--- src/hw/rtl/sfd_pkg.sv ---
package sfd_pkg;

    localparam logic [7:0]  SYNC_FIRST  = 8'hAA;
    localparam logic [7:0]  SYNC_SECOND = 8'h55;
    localparam logic [15:0] CRC_INIT    = 16'hFFFF;
    localparam logic [15:0] CRC_POLY    = 16'h1021;
    localparam logic [15:0] CRC_TOP     = 16'h8000;

    // body byte positions
    localparam logic [2:0] IDX_SEQ    = 3'd0;
    localparam logic [2:0] IDX_TEMP_0 = 3'd1;
    localparam logic [2:0] IDX_TEMP_3 = 3'd4;
    localparam logic [2:0] IDX_CRC_LO = 3'd5;
    localparam logic [2:0] IDX_LAST   = 3'd6;

    localparam logic STATUS_OK  = 1'b0;
    localparam logic STATUS_BAD = 1'b1;

    typedef struct packed {
        logic       valid;
        logic [7:0] data;
    } byte_beat_t;

    function automatic logic [15:0] crc_byte(input logic [15:0] crc, input logic [7:0] b);
        logic [15:0] c;
        c = crc ^ {b, 8'h00};
        for (int k = 0; k < 8; k++) begin
            if ((c & CRC_TOP) != 16'h0000) begin
                c = {c[14:0], 1'b0} ^ CRC_POLY;
            end else begin
                c = {c[14:0], 1'b0};
            end
        end
        return c;
    endfunction

endpackage

--- src/hw/rtl/sfd_in_stage.sv ---
module sfd_in_stage (
    input  logic                aclk,
    input  logic                aresetn,
    input  logic                s_valid,
    output logic                s_ready,
    input  logic [7:0]          s_rx_byte,
    output sfd_pkg::byte_beat_t beat,
    input  logic                beat_ready
);

    logic       valid_reg;
    logic       valid_next;
    logic [7:0] data_reg;

    assign s_ready = !valid_reg || beat_ready;

    always_comb begin
        valid_next = valid_reg;
        if (s_valid && s_ready) begin
            valid_next = 1'b1;
        end else if (beat_ready) begin
            valid_next = 1'b0;
        end
    end

    always_ff @(posedge aclk) begin
        if (!aresetn) begin
            valid_reg <= 1'b0;
        end else begin
            valid_reg <= valid_next;
        end
    end

    always_ff @(posedge aclk) begin
        if (s_valid && s_ready) begin
            data_reg <= s_rx_byte;
        end
    end

    assign beat.valid = valid_reg;
    assign beat.data  = data_reg;

endmodule

--- src/hw/rtl/sfd_frame_core.sv ---
module sfd_frame_core (
    input  logic                aclk,
    input  logic                aresetn,
    input  sfd_pkg::byte_beat_t beat,
    output logic                beat_ready,
    output logic                m_valid,
    input  logic                m_ready,
    output logic                m_frame_status,
    output logic [7:0]          m_frame_seq,
    output logic [31:0]         m_temp_word,
    output logic [7:0]          m_drop_total,
    output logic                m_link_up
);

    logic [7:0]  prev_reg, prev_next;
    logic        in_body_reg, in_body_next;
    logic [2:0]  count_reg, count_next;
    logic [15:0] crc_reg, crc_next;
    logic [7:0]  seq_reg, seq_next;
    logic [31:0] temp_reg, temp_next;
    logic [7:0]  crc_lo_reg, crc_lo_next;
    logic [7:0]  exp_reg, exp_next;
    logic [7:0]  drops_reg, drops_next;
    logic [31:0] good_reg, good_next;
    logic        link_reg, link_next;

    logic        out_valid_reg, out_valid_next;
    logic        out_status_reg;
    logic [7:0]  out_seq_reg;
    logic [31:0] out_temp_reg;
    logic [7:0]  out_drops_reg;
    logic        out_link_reg;

    logic        frame_end;
    logic        consume;
    logic        emit;
    logic        crc_ok;
    logic [1:0]  lane;
    logic [7:0]  b;

    assign b         = beat.data;
    assign frame_end = in_body_reg && (count_reg >= sfd_pkg::IDX_LAST);
    assign beat_ready = !frame_end || !out_valid_reg || m_ready;
    assign consume   = beat.valid && beat_ready;
    assign emit      = consume && frame_end;
    assign crc_ok    = ({b, crc_lo_reg} == crc_reg);
    assign lane      = 2'(count_reg - sfd_pkg::IDX_TEMP_0);

    always_comb begin
        prev_next    = prev_reg;
        in_body_next = in_body_reg;
        count_next   = count_reg;
        crc_next     = crc_reg;
        seq_next     = seq_reg;
        temp_next    = temp_reg;
        crc_lo_next  = crc_lo_reg;
        exp_next     = exp_reg;
        drops_next   = drops_reg;
        good_next    = good_reg;
        link_next    = link_reg;
        if (consume) begin
            if (!in_body_reg) begin
                if (prev_reg == sfd_pkg::SYNC_FIRST && b == sfd_pkg::SYNC_SECOND) begin
                    in_body_next = 1'b1;
                    count_next   = sfd_pkg::IDX_SEQ;
                    crc_next     = sfd_pkg::CRC_INIT;
                end else begin
                    prev_next = b;
                end
            end else if (frame_end) begin
                if (crc_ok) begin
                    good_next  = temp_reg;
                    drops_next = drops_reg + (seq_reg - exp_reg);
                    link_next  = 1'b1;
                    exp_next   = seq_reg + 8'd1;
                end
                in_body_next = 1'b0;
                count_next   = sfd_pkg::IDX_SEQ;
                prev_next    = 8'h00;
                crc_next     = sfd_pkg::CRC_INIT;
            end else begin
                if (count_reg == sfd_pkg::IDX_SEQ) begin
                    seq_next = b;
                    crc_next = sfd_pkg::crc_byte(crc_reg, b);
                end else if (count_reg <= sfd_pkg::IDX_TEMP_3) begin
                    temp_next[lane*8 +: 8] = b;
                    crc_next = sfd_pkg::crc_byte(crc_reg, b);
                end else begin
                    crc_lo_next = b;
                end
                count_next = count_reg + 3'd1;
            end
        end
    end

    always_comb begin
        out_valid_next = out_valid_reg;
        if (emit) begin
            out_valid_next = 1'b1;
        end else if (m_ready) begin
            out_valid_next = 1'b0;
        end
    end

    always_ff @(posedge aclk) begin
        if (!aresetn) begin
            prev_reg      <= 8'h00;
            in_body_reg   <= 1'b0;
            count_reg     <= sfd_pkg::IDX_SEQ;
            crc_reg       <= sfd_pkg::CRC_INIT;
            seq_reg       <= 8'h00;
            temp_reg      <= 32'h0;
            crc_lo_reg    <= 8'h00;
            exp_reg       <= 8'h00;
            drops_reg     <= 8'h00;
            good_reg      <= 32'h0;
            link_reg      <= 1'b0;
            out_valid_reg <= 1'b0;
        end else begin
            prev_reg      <= prev_next;
            in_body_reg   <= in_body_next;
            count_reg     <= count_next;
            crc_reg       <= crc_next;
            seq_reg       <= seq_next;
            temp_reg      <= temp_next;
            crc_lo_reg    <= crc_lo_next;
            exp_reg       <= exp_next;
            drops_reg     <= drops_next;
            good_reg      <= good_next;
            link_reg      <= link_next;
            out_valid_reg <= out_valid_next;
        end
    end

    always_ff @(posedge aclk) begin
        if (emit) begin
            out_status_reg <= crc_ok ? sfd_pkg::STATUS_OK : sfd_pkg::STATUS_BAD;
            out_seq_reg    <= seq_reg;
            out_temp_reg   <= good_next;
            out_drops_reg  <= drops_next;
            out_link_reg   <= link_next;
        end
    end

    assign m_valid        = out_valid_reg;
    assign m_frame_status = out_status_reg;
    assign m_frame_seq    = out_seq_reg;
    assign m_temp_word    = out_temp_reg;
    assign m_drop_total   = out_drops_reg;
    assign m_link_up      = out_link_reg;

endmodule

--- src/hw/rtl/sync_crc16_frame_deframer_core.sv ---
// Sync-word deframer with CRC-16/CCITT-FALSE check, one byte per transfer.
// Input channel s_valid/s_ready/s_rx_byte carries received bytes. The block hunts
// for 0xAA followed by 0x55, then takes seven body bytes: sequence number, four
// temperature bytes (first one least significant) and the CRC, low byte first.
// Result channel m_valid/m_ready carries one transfer per frame: status (0 good,
// 1 CRC mismatch), the frame's sequence byte, and the stored temperature word,
// drop total and link flag after the frame has been applied.
// Throughput: one byte per cycle while no waiting result is stalled; the CRC byte
// update is combinational from the input register to the frame state registers.
// The last body byte waits in the input register; m_valid rises when it leaves that
// register and the result is loaded into the output registers.
// Reset (aresetn low, synchronous) empties both registers, returns to hunting,
// and clears the stored temperature, drop total, expected sequence and link flag.
// While the receiver stalls a waiting result, bytes that end no frame keep
// being taken; a byte that would end the next frame waits in the input register.
module sync_crc16_frame_deframer_core (
    input  logic        aclk,
    input  logic        aresetn,
    input  logic        s_valid,
    output logic        s_ready,
    input  logic [7:0]  s_rx_byte,
    output logic        m_valid,
    input  logic        m_ready,
    output logic        m_frame_status,
    output logic [7:0]  m_frame_seq,
    output logic [31:0] m_temp_word,
    output logic [7:0]  m_drop_total,
    output logic        m_link_up
);

    sfd_pkg::byte_beat_t beat;
    logic                beat_ready;

    sfd_in_stage u_in_stage (
        .aclk       (aclk),
        .aresetn    (aresetn),
        .s_valid    (s_valid),
        .s_ready    (s_ready),
        .s_rx_byte  (s_rx_byte),
        .beat       (beat),
        .beat_ready (beat_ready)
    );

    sfd_frame_core u_frame_core (
        .aclk           (aclk),
        .aresetn        (aresetn),
        .beat           (beat),
        .beat_ready     (beat_ready),
        .m_valid        (m_valid),
        .m_ready        (m_ready),
        .m_frame_status (m_frame_status),
        .m_frame_seq    (m_frame_seq),
        .m_temp_word    (m_temp_word),
        .m_drop_total   (m_drop_total),
        .m_link_up      (m_link_up)
    );

endmodule

--- config.mk ---
export PLATFORM = sky130hd
export DESIGN_NAME = sync_crc16_frame_deframer_core
export DESIGN_NICKNAME = d
export VERILOG_FILES = /design/src/hw/rtl/sfd_pkg.sv /design/src/hw/rtl/sfd_in_stage.sv /design/src/hw/rtl/sfd_frame_core.sv /design/src/hw/rtl/sync_crc16_frame_deframer_core.sv
export SDC_FILE = /design/constraint.sdc
export NUM_CORES = 1
export LEC_CHECK = 0
export BUFFER_PORTS_ARGS = -buffer_cell sky130_fd_sc_hd__buf_2
export CORE_MARGIN = 4
export CORE_UTILIZATION = 54
export CTS_CLUSTER_SIZE = 14
export DETAILED_ROUTE_END_ITERATION = 7
export PLACE_DENSITY = 0.85
export SLEW_MARGIN = 20
export SYNTH_ARGS = -nofsm -noshare
export SYNTH_HDL_FRONTEND = slang
export SYNTH_SLANG_ARGS = --single-unit
--- constraint.sdc ---
create_clock -name aclk -period 2.6 [get_ports aclk]
set_clock_uncertainty 0.2 [all_clocks]
set_input_delay 0.13 -clock aclk [delete_from_list [all_inputs] [get_ports aclk]]
set_output_delay 0.13 -clock aclk [all_outputs]
set_load 0.05 [all_outputs]
## Yosys cells after proc, flatten, opt, wreduce, memory -nomap -nowiden

Cells that the tools add are included.

| word-level totals | value |
|---|---|
| register bits after elaboration | 185 |
| latch bits | 0 |
| bits in writable memories | 0 |
| bits in read-only memories | 0 |
| bits of input ports | 12 |
| output and inout port bits | 52 |
| logic and storage cells | 186 |
| memories kept | 0 |

| operators by class | value |
|---|---|
| $add $sub $neg | 6 |
| multipliers | 0 |
| div/mod/pow operators | 0 |
| $lt $le $gt $ge | 2 |
| equal/unequal tests | 6 |
| shift operators | 2 |
| multiplexer cells | 110 |
| bitwise logic cells | 19 |
| reductions and logical operators | 22 |

Operators with widths:

| operator | count |
|---|---|
| $mux 16 | 68 |
| $mux 13 | 15 |
| $mux 32 | 4 |
| $mux 8 | 7 |
| $not 3->3 | 15 |
| $neg 5->34 | 1 |
| $shift 8x34->32 const A | 1 |
| $shiftx 8x34->32 | 1 |
| $bwmux 32 | 1 |
| $eq 16x16->1 | 1 |
| $xor 16x16->16 | 1 |
| $mux 1 | 12 |
| $reduce_and 5->1 | 2 |
| $mux 3 | 3 |
| $add 8x1->8 const B | 1 |
| $add 8x8->8 | 1 |
| $eq 8x7->1 const B | 1 |
| $eq 8x8->1 const B | 1 |
| $reduce_and 4->1 | 2 |
| $sub 8x8->8 | 1 |
| $reduce_and 3->1 | 2 |
| $reduce_bool 2->1 | 3 |
| $logic_and 1x1->1 | 5 |
| $ne 4x4->1 const B | 1 |
| other kinds (11) | 17 |

## Logic depth before layout (Yosys ltp)

Gate-level depths: netlist of run 1.

| depth | value |
|---|---|
| word-level depth | 56 |
| depth in mapped cells | 11 |
| depth with buffers taken out | 11 |

## Modules after synthesis

Synthesis of run 1 repeated with hierarchy kept, for this count alone.

| second synthesis, totals | value |
|---|---|
| cells, all modules | 802 |
| area total of the unflattened synthesis | 7872.6 um^2 |

By module, submodules not included:

| module | times used | cells an instance | area each (um^2) | sequential area each (um^2) |
|---|---|---|---|---|
| sfd_frame_core | 1 | 788 | 7567.3 | 4023.9 |
| sfd_in_stage | 1 | 14 | 305.3 | 260.2 |

## Worst setup path before layout of run 1

OpenSTA, ideal clock, no wires.

| timing path | value |
|---|---|
| kind | register to register |
| from | register u_frame_core.count_reg[0] |
| to | register u_frame_core.out_drops_reg[2], in the netlist u_frame_core.m_drop_total[2], data pin |
| library setup time | 139 ps |
| arrival time | 2393 ps |
| required time | 2261 ps |
| slack | -132 ps |
| stages on the path, launching flop included | 10 |
| buffers on the path | 2 |
| period minus slack after synthesis | 2732 ps |
| cell sequence | dfxtp_1 -> inv_1 -> ha_1 -> o21ai_2 -> or3_1 -> clkbuf_1 -> inv_2 -> buf_2 -> nand4_1 -> nand2_1 |

| on the way | value |
|---|---|
| longest elaborated chain between the ends | 7 |
| elaborated cells between the ends (all ways) | 9 |
| classes of those cells | order compare (1); mux (3); reduce/logical (5) |

RTL lines:

| item | line | RTL |
|---|---|---|
| start, declared | sfd_frame_core.sv:17 | `logic [2:0] count_reg, count_next;` |
| start signal, assigned | sfd_frame_core.sv:109 | `count_reg <= sfd_pkg::IDX_SEQ;` |
| start signal, assigned | sfd_frame_core.sv:122 | `count_reg <= count_next;` |
| $ge 3x3->1 * | sfd_frame_core.sv:42 | `assign frame_end = in_body_reg && (count_reg >= sfd_pkg::IDX_LAST);` |
| $logic_and 1x1->1 * | sfd_frame_core.sv:42 |  |
| $logic_not 1->1 | sfd_frame_core.sv:43 | `assign beat_ready = !frame_end \|\| !out_valid_reg \|\| m_ready;` |
| $logic_or 1x1->1 (2 in a row) | sfd_frame_core.sv:43 |  |
| $logic_and 1x1->1 | sfd_frame_core.sv:44 | `assign consume = beat.valid && beat_ready;` |
| $mux 8 * | sfd_frame_core.sv:61 | `if (consume) begin` |
| named net u_frame_core.drops_next[2] | sfd_frame_core.sv:23 | `logic [7:0] drops_reg, drops_next;` |
| end signal, assigned | sfd_frame_core.sv:140 | `out_drops_reg <= drops_next;` |
| end, declared | sfd_frame_core.sv:31 | `logic [7:0] out_drops_reg;` |

Mark *: on every way through the listed nets, which the timed path passes. The rest lies on a longest branch.
A chain may end at the register's enable or synchronous reset.

## Final worst setup path of run 1

| timing path | value |
|---|---|
| from | register u_frame_core.seq_reg[2] |
| to | register u_frame_core.out_drops_reg[7], in the netlist u_frame_core.m_drop_total[7], data pin |

| on the way | value |
|---|---|
| longest elaborated chain between the ends | 6 |

RTL lines:

| item | line | RTL |
|---|---|---|
| start, declared | sfd_frame_core.sv:19 | `logic [7:0] seq_reg, seq_next;` |
| start signal, assigned | sfd_frame_core.sv:124 | `seq_reg <= seq_next;` |
| $sub 8x8->8 | sfd_frame_core.sv:73 | `drops_next = drops_reg + (seq_reg - exp_reg);` |
| $add 8x8->8 | sfd_frame_core.sv:73 |  |
| $mux 8 | sfd_frame_core.sv:71 | `if (crc_ok) begin` |
| $mux 8 | sfd_frame_core.sv:70 | `end else if (frame_end) begin` |
| $mux 8 | sfd_frame_core.sv:62 | `if (!in_body_reg) begin` |
| $mux 8 | sfd_frame_core.sv:61 |  |
| named net u_frame_core.drops_next[7] | sfd_frame_core.sv:23 |  |

The timed path passes the listed nets, and every way through them passes these cells.

==> out/results.txt, run 1 <==
Power consumption = 5.84 mW
Areal power density over the cells = 562 nW/um^2
Number of synthesis warnings = 0
Number of buffers added by the clock tree synthesis step = 17
Deepest level of the CTS H-tree = 4
Largest net degree at the start of global routing = 74
Area delta synth->final = 20.1%
Clk root buf = sky130_fd_sc_hd__clkbuf_16
Period minus WS final = 2.72 ns
Vias in the first global route = 6431
Weighted congestion reported at the end of routability-driven placement = 0.862
Worst-skew pair later-pin latency = 0.43 ns
Final-layout worst hold slack = 0.206 ns
Initial core utilization = 0.547
Core Box Area = 15800 sq um
Sequential fraction of the synthesis area = 0.495
Crit Path Category = reg -> reg
Cells taking the most area after synthesis = sky130_fd_sc_hd__dfxtp_1 29%, sky130_fd_sc_hd__edfxtp_1 20%, sky130_fd_sc_hd__o31ai_4 9.1%
Number of buffers on the longest clock path = 2
Critical path required time = 2.59 ns
Chain of cells forming the critical path = inv_1 -> fa_1 -> inv_2 -> ha_4 -> buf_6 -> nand3_2 -> o2111ai_2 -> o211ai_1 -> xnor2_1 -> o21a_1
Register clock-pin slew on the reported worst setup and hold paths = 0.07 ns
Most common cell in the synthesized netlist = sky130_fd_sc_hd__dfxtp_1
Commonest cells in the synthesized netlist = 127 x sky130_fd_sc_hd__dfxtp_1, 126 x sky130_fd_sc_hd__nand2_1, 58 x sky130_fd_sc_hd__edfxtp_1, 54 x sky130_fd_sc_hd__a21oi_1, 45 x sky130_fd_sc_hd__nand4_1
Critical path startpoint category = flop
Arrival time at the worst endpoint = 2.72 ns
Top cell type's share of synthesized area = 0.294
Setup TNS = -0.277 ns
Outcome = complete, but fails checks
Number of max-slew violations in the final report = 0
Violations in the final reports = setup timing
Number of flops mapped to enable cells by yosys = 58
Max IR drop VDD = 0.000468 V
Fraction of layout instances using a drive strength above 1 = 0.258
Detailed router's first-iteration violation count = 697
Post-layout net count = 936
Area of the die = 18100 sq um
Ys async rst share = 0
Count of endpoints failing hold in the final timing report = 0
Kind of end point of the critical path = flop
Most frequently used flop master after synthesis = sky130_fd_sc_hd__dfxtp_1
Kind of path behind the tightest hold check = in -> reg
Count of state elements after synthesis = 185
Critical path buffer and inverter count = 3
Cell family with most CP delay = adder cells
Achievable clock frequency = 0.367 GHz
Drt via density = 5.74
Height of the chip = 135 um
Slew margin rel. = 0.563
Final setup violation count = 5
Crit path setup slack, layout = -0.124 ns
IO Port Bufs = 63
Gr usage total = 0.224
Post-detail-place hpwl = 12.9 mm
DRT antenna net count = 0
Largest stage delay on the critical path = 0.60 ns
Maximum Capacitance Violations = 0
Mapped Cells = 799
Routed wire length per instance = 18.1 um
RSZ-0062 raised after global routing = yes
Number of vias in the routed layout = 6493
Chip width = 135 um
Cell accounting for the most synthesized area = sky130_fd_sc_hd__dfxtp_1
Largest fanout on the critical path = 3
Overflow after GRT = 0
Number of detailed-routing iterations run before antenna repair = 5
Io pins = 64
Mean cell area of the mapped netlist = 10.8 sq um
Area of the mapped netlist = 8660 sq um
Slew @ Worst Pin = 0.653 ns
Antenna cell count = 0
Critical-path cell with the highest stage delay = sky130_fd_sc_hd__fa_1
Nets in the synthesized netlist = 833
Number of remaining DRC errors = 0
Initial antenna violation count = 0
First-pass GRT wire length = 32.5 mm
CTS tree = done
Ratio of final minimum period to clock period = 1.05
# rows = 46
Filler cell count in the final layout = 1105
Clock sink total = 185
Routed Wire Length = 20.5 mm
Netlist cell types = 57
Leak = 4.08 nW
## per-layer routing
layer / GRT usage / wire (um)
met4: 0.0673 / 469
met1: 0.291 / 8400
met5: 0 / 0
met2: 0.370 / 10300
met3: 0.0570 / 1290
## logic make-up (layout without fill, tap and decap cells)
logic type | Yosys count | after routing | share of synthesized area
and+or+nand+nor | 261 | 261 | 0.148
muxes | 40 | 40 | 0.0462
AOI/OAI and AO/OA | 157 | 157 | 0.180
adders and majority gates | 22 | 22 | 0.0378
buffers and inverters | 89 | 205 | 0.0452
xor gates and xnor gates | 45 | 45 | 0.0481
DFF | 185 | 185 | 0.495
## final timing paths
| path | startpoint | to | slack [ns] | cells after the start |
|---|---|---|---|---|
| max | u_frame_core.seq_reg[2] | u_frame_core.m_drop_total[7] | -0.12 | 10 |
| min | s_rx_byte[0] | u_in_stage.data_reg[0] | 0.21 | 2 |
| max reg2reg | u_frame_core.seq_reg[2] | u_frame_core.m_drop_total[7] | -0.12 | 10 |
| min reg2reg | u_frame_core.temp_reg[13] | u_frame_core.temp_reg[13] | 0.26 | 2 |
## power breakdown
part           switching [mW]  leakage [nW]  internal (mW)
logic                   0.187          2.13          0.141
registers              0.0159          1.67           2.98
clock network            1.08         0.284           1.44
## worst reg2reg max path: cells and delay by family (launching register included)
family	cells	cell delay, ns
xor+xnor	1	0.17
compound gates	3	0.59
fa+ha+maj	2	0.87
buf+inv	3	0.23
flops	1	0.33
simple gates	1	0.09
## placed cells by master (no fill, tap or decap), drive strengths merged, types with 3 or more instances in the layout
cell type    netlist  routed
o21ai             17      17
xor2               4       4
a211oi             8       8
fa                 7       7
nand2b             3       3
edfxtp            58      58
clkinv             0       9
mux2i             40      40
and2               5       5
nor2b             12      12
a31oi              7       7
buf               27     126
a21oi             54      54
nor3b              9       9
a22o               8       8
or3                3       3
nand2            126     126
nor2              29      29
clkbuf            27      20
ha                15      15
nor3               5       5
inv               35      35
a2bb2oi            5       5
o31ai             41      41
dfxtp            127     127
dlygate4sd3        0      12
nand3              8       8
o21a               6       6
nand4             45      45
and3               8       8
xnor2             41      41
## through the flow
step	instance area, sq um	cells	worst slack [ns]	util
6_report	10400	1131	-0.124	0.657
5_1_grt	10400	1131	-0.175	0.657
4_1_cts	10300	1126	0.00545	0.649
3_5_place_dp	9540	1082	-0.0920	0.603
3_3_place_gp	9540	1082	0.0430	0.603
2_1_floorplan	8670	799	0.0249	-
## area by class of cell
cell class / count / area (sq um) / share of cell area
sequential: 185 / 4290 / 0.413
multi-input combinational: 525 / 4120 / 0.396
timing repair buffer: 138 / 1010 / 0.0973
clock buffer: 20 / 447 / 0.0429
tap: 216 / 270 / 0.0260
inverter: 35 / 133 / 0.0127
clock inverter: 12 / 125 / 0.0120
## what timing repair did
item / CTS / global route
hold buffers: 12 / 0
setup buffers: 0 / 5
resized for setup: 10 / 20
endpoints found under the setup margin: 3 / 15
pin swaps: 8 / 13
endpoints found under the hold margin: 21 / 0
No activity file was read; power rests on OpenSTA's default activity.
==> run 2, diff against run 1 <==
--- a/config.mk
+++ b/config.mk
@@ -6,11 +6,13 @@
 export NUM_CORES = 1
 export LEC_CHECK = 0
 export BUFFER_PORTS_ARGS = -buffer_cell sky130_fd_sc_hd__buf_2
-export CORE_MARGIN = 4
+export CORE_MARGIN = 3
 export CORE_UTILIZATION = 54
 export CTS_CLUSTER_SIZE = 14
 export DETAILED_ROUTE_END_ITERATION = 7
+export GPL_TIMING_DRIVEN = 0
 export PLACE_DENSITY = 0.85
+export SETUP_SLACK_MARGIN = 0.15
 export SLEW_MARGIN = 20
 export SYNTH_ARGS = -nofsm -noshare
 export SYNTH_HDL_FRONTEND = slang
==> out/results.txt, run 2 (synthesized netlist as in run 1, its figures left out) <==
Outcome = complete, but fails checks (unchanged)
Violations in the final reports = setup timing (unchanged)
Deepest level of the CTS H-tree = 4 (unchanged)
Maximum Capacitance Violations = 0 (unchanged)
Area of the die = 17600 sq um (was 18100 sq um)
Most frequent cells in the layout = 125 x sky130_fd_sc_hd__nand2_1, 114 x sky130_fd_sc_hd__dfxtp_1, 69 x sky130_fd_sc_hd__buf_2, 58 x sky130_fd_sc_hd__edfxtp_1, 50 x sky130_fd_sc_hd__a21oi_1 (was 126 x sky130_fd_sc_hd__nand2_1, 119 x sky130_fd_sc_hd__dfxtp_1, 63 x sky130_fd_sc_hd__buf_2, 58 x sky130_fd_sc_hd__edfxtp_1, 54 x sky130_fd_sc_hd__buf_4)
Period minus WS final = 2.66 ns (was 2.72 ns)
Register clock-pin slew on the reported worst setup and hold paths = 0.07 ns (about the same)
Area delta synth->final = 24.9% (was 20.1%)
Number of remaining DRC errors = 0 (unchanged)
Antenna cell count = 0 (unchanged)
Crit Path Category = reg -> reg (unchanged)
Number of buffers added by the clock tree synthesis step = 17 (unchanged)
Weighted congestion reported at the end of routability-driven placement = 0.883 (was 0.862)
Post-layout net count = 969 (was 936)
Max IR drop VDD = 0.000451 V (was 0.000468 V)
Areal power density over the cells = 558 nW/um^2 (was 562 nW/um^2)
# rows = 45 (was 46)
Routed Wire Length = 22.3 mm (was 20.5 mm)
Core Box Area = 15400 sq um (was 15800 sq um)
Largest fanout on the critical path = 2 (was 3)
Number of vias in the routed layout = 6897 (was 6493)
Final-layout worst hold slack = 0.194 ns (was 0.206 ns)
Count of endpoints failing hold in the final timing report = 0 (unchanged)
Chip width = 133 um (was 135 um)
Clk root buf = sky130_fd_sc_hd__clkbuf_16 (unchanged)
Final setup violation count = 4 (was 5)
DRT antenna net count = 0 (unchanged)
Initial core utilization = 0.561 (was 0.547)
Critical path startpoint category = flop (unchanged)
Initial antenna violation count = 0 (unchanged)
First-pass GRT wire length = 34.0 mm (was 32.5 mm)
Leak = 4.23 nW (was 4.08 nW)
Height of the chip = 133 um (was 135 um)
Detailed router's first-iteration violation count = 661 (was 697)
Routed wire length per instance = 19.3 um (was 18.1 um)
RSZ-0062 raised after global routing = yes (unchanged)
Layout Cells excl Fill = 1159 (was 1131)
Number of buffers on the longest clock path = 2 (unchanged)
Commonest non-fill, non-tap cell in the layout = sky130_fd_sc_hd__nand2_1 (unchanged)
Io pins = 64 (unchanged)
Crit path setup slack, layout = -0.0552 ns (was -0.124 ns)
Slew @ Worst Pin = 0.962 ns (was 0.653 ns)
CTS tree = done (unchanged)
Placed Cells incl. Taps = 1072 (was 1082)
Slew margin rel. = 0.353 (was 0.563)
Drt via density = 5.95 (was 5.74)
Kind of path behind the tightest hold check = in -> reg (unchanged)
Critical path required time = 2.72 ns (was 2.59 ns)
Number of detailed-routing iterations run before antenna repair = 5 (unchanged)
Number of max-slew violations in the final report = 0 (unchanged)
Post-detail-place hpwl = 13.2 mm (was 12.9 mm)
Arrival time at the worst endpoint = 2.78 ns (was 2.72 ns)
IO Port Bufs = 62 (was 63)
Gr usage total = 0.241 (was 0.224)
Filler cell count in the final layout = 987 (was 1105)
Achievable clock frequency = 0.377 GHz (was 0.367 GHz)
Kind of end point of the critical path = flop (unchanged)
Fraction of layout instances using a drive strength above 1 = 0.294 (was 0.258)
Worst-skew pair later-pin latency = 0.44 ns (was 0.43 ns)
Overflow after GRT = 0 (unchanged)
Ratio of final minimum period to clock period = 1.02 (was 1.05)
Clock sink total = 185 (unchanged)
Largest net degree at the start of global routing = 31 (was 74)
Vias in the first global route = 6507 (was 6431)
==> run 2: path summary, 6_finish.rpt <==
check / start / endpoint / slack, ns / cells after the start
max reg2reg: u_frame_core.seq_reg[1] / u_frame_core.drops_reg[6] / -0.06 / 10
min reg2reg: u_frame_core.temp_reg[23] / u_frame_core.temp_reg[23] / 0.26 / 2
max: u_frame_core.seq_reg[1] / u_frame_core.drops_reg[6] / -0.06 / 10
min: s_rx_byte[5] / u_in_stage.data_reg[5] / 0.19 / 2
==> run 2: final cells by class <==
class	instances	area (sq um)	area share
tap	211	264	0.0244
multi-input combinational	525	4290	0.397
buffer	54	413	0.0382
inverter	35	136	0.0126
sequential	185	4320	0.399
clock inverter	15	181	0.0168
timing repair buffer	117	788	0.0729
clock buffer	17	425	0.0393
==> run 2: report_power, final <==
part / internal, mW / total (mW) / switching, mW / leakage (nW)
logic: 0.159 / 0.367 / 0.208 / 2.26
clock network: 1.46 / 2.67 / 1.21 / 0.300
registers: 2.98 / 3.00 / 0.0231 / 1.67
==> run 2: routing by layer <==
layer | part of all wire | routed length [um] | vias to the layer above | GRT usage
li1 | - | - | 3133 | -
met1 | 0.39 | 8750 | 3301 | 0.299
met2 | 0.48 | 10800 | 379 | 0.394
met3 | 0.079 | 1750 | 84 | 0.0574
met4 | 0.045 | 1000 | 0 | 0.122
met5 | 0 | 0 | - | 0
==> run 2: what timing repair did <==
item,in CTS,in global routing
hold buffers,11,0
setup buffers,27,15
gates cloned,1,1
resized for setup,63,77
endpoints found under the setup margin,194,166
pin swaps,21,31
hold endpoints to repair,18,0
==> run 2: metrics by stage <==
step | utilization | cell area (sq um) | total power, mW | worst slack, ns | TNS, ns
floorplan | - | 8710 | 3.24 | 0.156 | 0
global placement | 0.602 | 9280 | 3.31 | -0.372 | -36.43
detailed placement | 0.602 | 9280 | 3.32 | -0.449 | -41.40
CTS | 0.678 | 10500 | 6.01 | -0.0355 | -0.0436
global route | 0.701 | 10800 | 6.18 | -0.134 | -0.616
finish | 0.701 | 10800 | 6.04 | -0.0552 | -0.157
==> run 2: critical path, stage by stage, from the launching register on <==
cell	delay [ns]
sky130_fd_sc_hd__dfxtp_2	0.34
sky130_fd_sc_hd__inv_2	0.05
sky130_fd_sc_hd__fa_2	0.59
sky130_fd_sc_hd__buf_6	0.11
sky130_fd_sc_hd__fa_2	0.23
sky130_fd_sc_hd__nor2b_4	0.05
sky130_fd_sc_hd__o31a_1	0.26
sky130_fd_sc_hd__o21ai_2	0.18
sky130_fd_sc_hd__nor3b_4	0.29
sky130_fd_sc_hd__buf_4	0.16
sky130_fd_sc_hd__o32ai_2	0.08
